<file path="src/design/ggs_pkg.sv">
// Shared constants, codes and controller/datapath interface types
// for the gated gradient sharpening unit. No dependencies.
package ggs_pkg;

	localparam int PIX_W          = 8;
	localparam int SIZE_W         = 11;
	localparam int THR_W          = 8;
	localparam int CFG_IDX_W      = 2;

	localparam int DEF_MAX_WIDTH  = 1024;
	localparam int DEF_MAX_HEIGHT = 1024;

	localparam logic [SIZE_W-1:0] RST_WIDTH     = SIZE_W'(640);
	localparam logic [SIZE_W-1:0] RST_HEIGHT    = SIZE_W'(480);
	localparam logic [THR_W-1:0]  RST_THRESHOLD = THR_W'(30);

	localparam logic [PIX_W:0]   BOOST   = (PIX_W+1)'(100);
	localparam logic [PIX_W-1:0] PIX_MAX = PIX_W'(255);

	// Root of a sum of two squared 9-bit differences: 18-bit radicand,
	// 9-bit root, one root bit per step.
	localparam int SUM_W      = 18;
	localparam int ROOT_W     = SUM_W / 2;
	localparam int REM_W      = ROOT_W + 3;
	localparam int ROOT_STEPS = ROOT_W;
	localparam int CNT_W      = $clog2(ROOT_STEPS);

	typedef enum logic [CFG_IDX_W-1:0] {
		CFG_WIDTH     = 2'd0,
		CFG_HEIGHT    = 2'd1,
		CFG_THRESHOLD = 2'd2
	} cfg_index_t;

	typedef struct packed {
		logic capture;
		logic read;
		logic square;
		logic root_step;
		logic load_out;
	} ggs_cmd_t;

	typedef struct packed {
		logic root_done;
	} ggs_stat_t;

endpackage

</file>
<file path="src/design/ggs_ctrl.sv">
// Sequencer for one pixel: accept, line store read, square, root steps,
// result hand-off. Uses ggs_pkg.
module ggs_ctrl
	import ggs_pkg::*;
(
	input  logic      clk,
	input  logic      arst_n,
	input  logic      in_valid,
	output logic      in_stall,
	output logic      out_valid,
	input  logic      out_stall,
	output ggs_cmd_t  cmd,
	input  ggs_stat_t stat
);

	typedef enum logic [2:0] {
		ST_IDLE,
		ST_READ,
		ST_SQUARE,
		ST_ROOT,
		ST_FINISH
	} state_t;

	state_t state_q;
	logic   out_valid_q;

	always_comb begin
		cmd.capture   = (state_q == ST_IDLE) && in_valid;
		cmd.read      = (state_q == ST_READ);
		cmd.square    = (state_q == ST_SQUARE);
		cmd.root_step = (state_q == ST_ROOT);
		cmd.load_out  = (state_q == ST_FINISH) && (!out_valid_q || !out_stall);
	end

	assign in_stall  = (state_q != ST_IDLE);
	assign out_valid = out_valid_q;

	always_ff @(posedge clk or negedge arst_n) begin
		if (!arst_n) begin
			state_q     <= ST_IDLE;
			out_valid_q <= 1'b0;
		end else begin
			unique case (state_q)
				ST_IDLE: begin
					if (in_valid) begin
						state_q <= ST_READ;
					end
				end
				ST_READ:   state_q <= ST_SQUARE;
				ST_SQUARE: state_q <= ST_ROOT;
				ST_ROOT: begin
					if (stat.root_done) begin
						state_q <= ST_FINISH;
					end
				end
				ST_FINISH: begin
					if (cmd.load_out) begin
						state_q <= ST_IDLE;
					end
				end
				default: state_q <= ST_IDLE;
			endcase

			if (cmd.load_out) begin
				out_valid_q <= 1'b1;
			end else if (!out_stall) begin
				out_valid_q <= 1'b0;
			end
		end
	end

endmodule

</file>
<file path="config.mk">
export PLATFORM = sky130hd
export DESIGN_NAME = ggs_ctrl
export DESIGN_NICKNAME = d
export VERILOG_FILES = /design/src/design/ggs_pkg.sv /design/src/design/ggs_ctrl.sv
export SDC_FILE = /design/constraint.sdc
export NUM_CORES = 1
export LEC_CHECK = 0
export BUFFER_PORTS_ARGS = -buffer_cell sky130_fd_sc_hd__buf_2
export CAP_MARGIN = 20
export CORE_AREA = 2 2 39 41
export DETAILED_ROUTE_END_ITERATION = 7
export DIE_AREA = 0 0 41 43
export HOLD_SLACK_MARGIN = 0.12
export PLACE_DENSITY = 0.39
export SETUP_SLACK_MARGIN = 0.2
export SLEW_MARGIN = 20
export SYNTH_ARGS = -nofsm -noshare
export SYNTH_HDL_FRONTEND = slang
export SYNTH_SLANG_ARGS = --single-unit
</file>
<file path="constraint.sdc">
create_clock -name clk -period 1.51 [get_ports clk]
set_input_delay 0.2265 -clock clk [delete_from_list [all_inputs] [get_ports clk]]
set_output_delay 0.2265 -clock clk [all_outputs]
set_load 0.01 [all_outputs]
</file>
# Word-level counts from Yosys, hierarchy flattened
# Index checks and enable logic that the tools add are counted.
[word_totals]
elab_cells = 24
register_bits = 4
output_inout_bits = 7
[op_classes]
n_eq_ne = 8
n_mux = 6
reduce_logical = 8
[op_table]
columns = ["cell", "n"]
rows = [
  ["one-hot mux 3 bit (5 select lines)", 1],
  ["2-to-1 mux 3 bit", 3],
  ["== test 3 x 2 -> 1 bit, second input constant", 2],
  ["!= test 2 x 1 -> 1 bit, second input constant", 2],
  ["!= test 2 bit, second input constant", 2],
  ["== test 3 x 1 -> 1 bit, second input constant", 1],
  ["== test 3 bit, second input constant", 1],
  ["zero test 3 bit", 1],
  ["AND reduction 3 bit", 1],
  ["nonzero test 3 bit", 1],
  ["logical AND 1 bit", 2],
  ["zero test 1 bit", 2],
  ["2-to-1 mux 1 bit", 2],
  ["logical OR 1 bit", 1],
]

# Depth between registers and ports, before layout
[logic_depth]
ltp_word = 5
mapped_depth = 3

# Least setup slack after synthesis
# No wires, ideal clock.
[synth_timing]
path_type = "register -> output"
start = "register state_q[1]"
end = "output port cmd[0] (netlist bit)"
t_required_ns = 1.283
path_stages_with_launch = 4
n_path_buf = 1
t_arrival_ns = 1.070
setup_slack_ns = 0.213
cell_sequence = "dfrtp_1 > buf_6 > or3b_4 > a21oi_1"
[synth_lines]
columns = ["element", "line_no", "source"]
rows = [
  ["start: declaration", "ggs_ctrl.sv:24", "state_t state_q;"],
  ["start signal: assignment", "ggs_ctrl.sv:40", "state_q <= ST_IDLE;"],
  ["start signal: assignment", "ggs_ctrl.sv:46", "state_q <= ST_READ;"],
  ["start signal: assignment", "ggs_ctrl.sv:49", "ST_READ: state_q <= ST_SQUARE;"],
  ["end: declaration", "ggs_ctrl.sv:12", "output ggs_cmd_t cmd,"],
]

==> results.cfg <==
[status]
status = finished, violations left
violations = setup timing

[cells_and_area]
layout-drive-gt1-share = 0.609
mostFrequentLayoutCell = buf_2
final_cell_mix = buf_2, buf_4, dfrtp_1
multiInputGateArea_um2 = 120
finalNetCount = 53
fin_util = 0.288
area_delta_synth_final_pct = 81.3
fin_area_um2 = 399
seq_area_um2 = 100
num_antenna_cells = 0
nFillCells = 142

[critical_path]
critPathKind = flop to output pin
slowest_delay_ns = 0.41
crit_slowest_cell = or3b_4
critPathCaptureType = output pin
path_cells = or3b_4 > a21oi_2 > buf_2
ff2ff_path_depth = 3
cp-startpoint = state_q[1]
r2r_start = state_q[1]
worstSetupStartpointType = flop
crit_cells = 3
critPathTopFamily = simple AND/OR/NAND/NOR gates
cp_data_arrival_time_ns = 1.28
worstPathMaxFanout = 3
worstPathRequired_ns = 1.28
critPathBufInv = 1

[global_routing]
grt_usage = 0.0979
grt_pass1_vias = 271
grt.overflow.total = 0
grt_pass1_wl_um = 1110
antenna_found_initial = 0
grt_max_degree = 8

[hold_path]
hp-start = stat
hold_depth = 2
worstHoldPathType = primary input to flop

[detailed_routing]
vias = 261
drtAntennaViolNets = 0
drtIter0Drc = 5
via_per_inst = 4.21
wl_um = 665
drt_first_pass_iters = 2
wl_per_cell_um = 10.7
drc_errors = 0

[clocking]
clkLatencyLatePin_ns = 0.24
clk_path_buf_depth = 2
cts_tree = yes
clk_pin_slew_ns = 0.04
h-tree-depth = 1
cts_root_buffer = clkbuf_4
cts_made_buffers = 3
cts.sinks = 4

[die]
die_height_um = 43
dieArea_um2 = 1760
io_pins = 12
fp.dieW_um = 41
initial_utilization = 0.159
fp.coreArea_um2 = 1380
rows = 14

[yosys]
synth_nets = 29
seq_area_frac_synth = 0.455
ys.warnings.count = 0
synth_cell_types = 13
avgSynthCellArea_um2 = 9.18
synth_seq_cells = 4
synth_area_um2 = 220
synthesis.instances = 24

[sta]
worst_pin_slew_ns = 0.132
hold-worst-slack_ns = 0.206
finalMaxSlewViolations = 0
fin_tns_setup_ns = -0.00138
slew_headroom = 0.912
setup_viol = 1
fin_skew_ns = 0.00330
fin_crit_ns = 1.51
rsz0062_at_grt = true
fin_ws_ns = -0.00138
fmaxAchievable_mhz = 662
min_period_over_period = 1.00
finalHoldViolations = 0

[placement]
dpl.hpwl_um = 377
post_dp_cell_area_um2 = 292
io_buffer_count = 11
place_congestion = 0.676
dp_slack_ns = 0.183

[pwr]
switching_share = 0.383
clockPowerShare = 0.175
combPwrFrac = 0.587
peakVddDrop_uv = 694
power_frac_seq = 0.238
power_density_nw_per_um2 = 2000
power.switching_w = 0.000305
leakage_nw = 0.213
p_int_w = 0.000492

[run]
maxCapViolCount = 0
-- routing by layer --
metal	vias to the layer above	global-route usage	part of all wire
met5	-	0	0
met4	0	0.0800	0.015
met3	2	0.0314	0.036
met2	9	0.153	0.52
met1	125	0.0980	0.42
li1	125	-	-
-- final cells by class --
type                            count  share of cell area
Timing Repair Buffer               20               0.323
Sequential cell                     4               0.251
Clock buffer                        3              0.0564
Multi-Input combinational cell     17               0.301
Inverter                            2              0.0188
Tap cell                           16              0.0502
-- flip-flops by register name, summed over array words and instances, names as in the netlist --
name / count
state_q: 3
out_valid: 1
-- worst paths after layout --
kind | endpoint | slack, ns
max in group asynchronous | state_q[1] | 1.07
min in group asynchronous | state_q[2] | 0.32
worst max-delay path | cmd[0] | -0.001
worst min register to register | out_valid | 0.57
worst max register to register | state_q[2] | 0.35
worst min-delay path | state_q[1] | 0.21
-- power groups by stage --
stage	Clock (W)	Combinational (W)	Sequential [W]
6_report	0.000139	0.000468	0.000190
3_3_place_gp	0	0.000295	0.000203
2_1_floorplan	0	0.000213	0.000188
4_1_cts	0.000138	0.000420	0.000188
3_5_place_dp	0	0.000293	0.000201
5_1_grt	0.000150	0.000524	0.000195
-- repair_timing --
item / CTS / global route
hold endpoints to repair: 4 / 0
pin swaps: 1 / 1
endpoints found under the setup margin: 6 / 6
setup buffers: 5 / 2
hold buffers: 1 / 0
gates resized for setup: 4 / 1
cloned: 0 / 0
-- kinds of logic after synthesis --
kind of cell | Yosys count | share of synthesized area
AOI/OAI and AO/OA | 6 | 0.199
buffers and inverters | 3 | 0.0852
DFF | 4 | 0.455
and+or+nand+nor | 11 | 0.261
-- stage by stage --
step	instances	power (W)
after floorplan	24	0.000401
after global placement	51	0.000498
after detailed placement	51	0.000494
after CTS	60	0.000746
after global routing	62	0.000869
final	62	0.000797
-- cells in the mapped netlist --
library cell | n | area share
a21oi_1 | 2 | 0.045
a31oi_1 | 1 | 0.028
buf_6 | 1 | 0.051
dfrtp_1 | 4 | 0.45
inv_1 | 2 | 0.034
nand2_1 | 3 | 0.051
nand2b_1 | 2 | 0.057
nor2_1 | 3 | 0.051
nor3_1 | 1 | 0.023
o21bai_1 | 2 | 0.068
o22ai_2 | 1 | 0.057
or3_1 | 1 | 0.028
or3b_4 | 1 | 0.051
(Power assumes the default switching activity.)
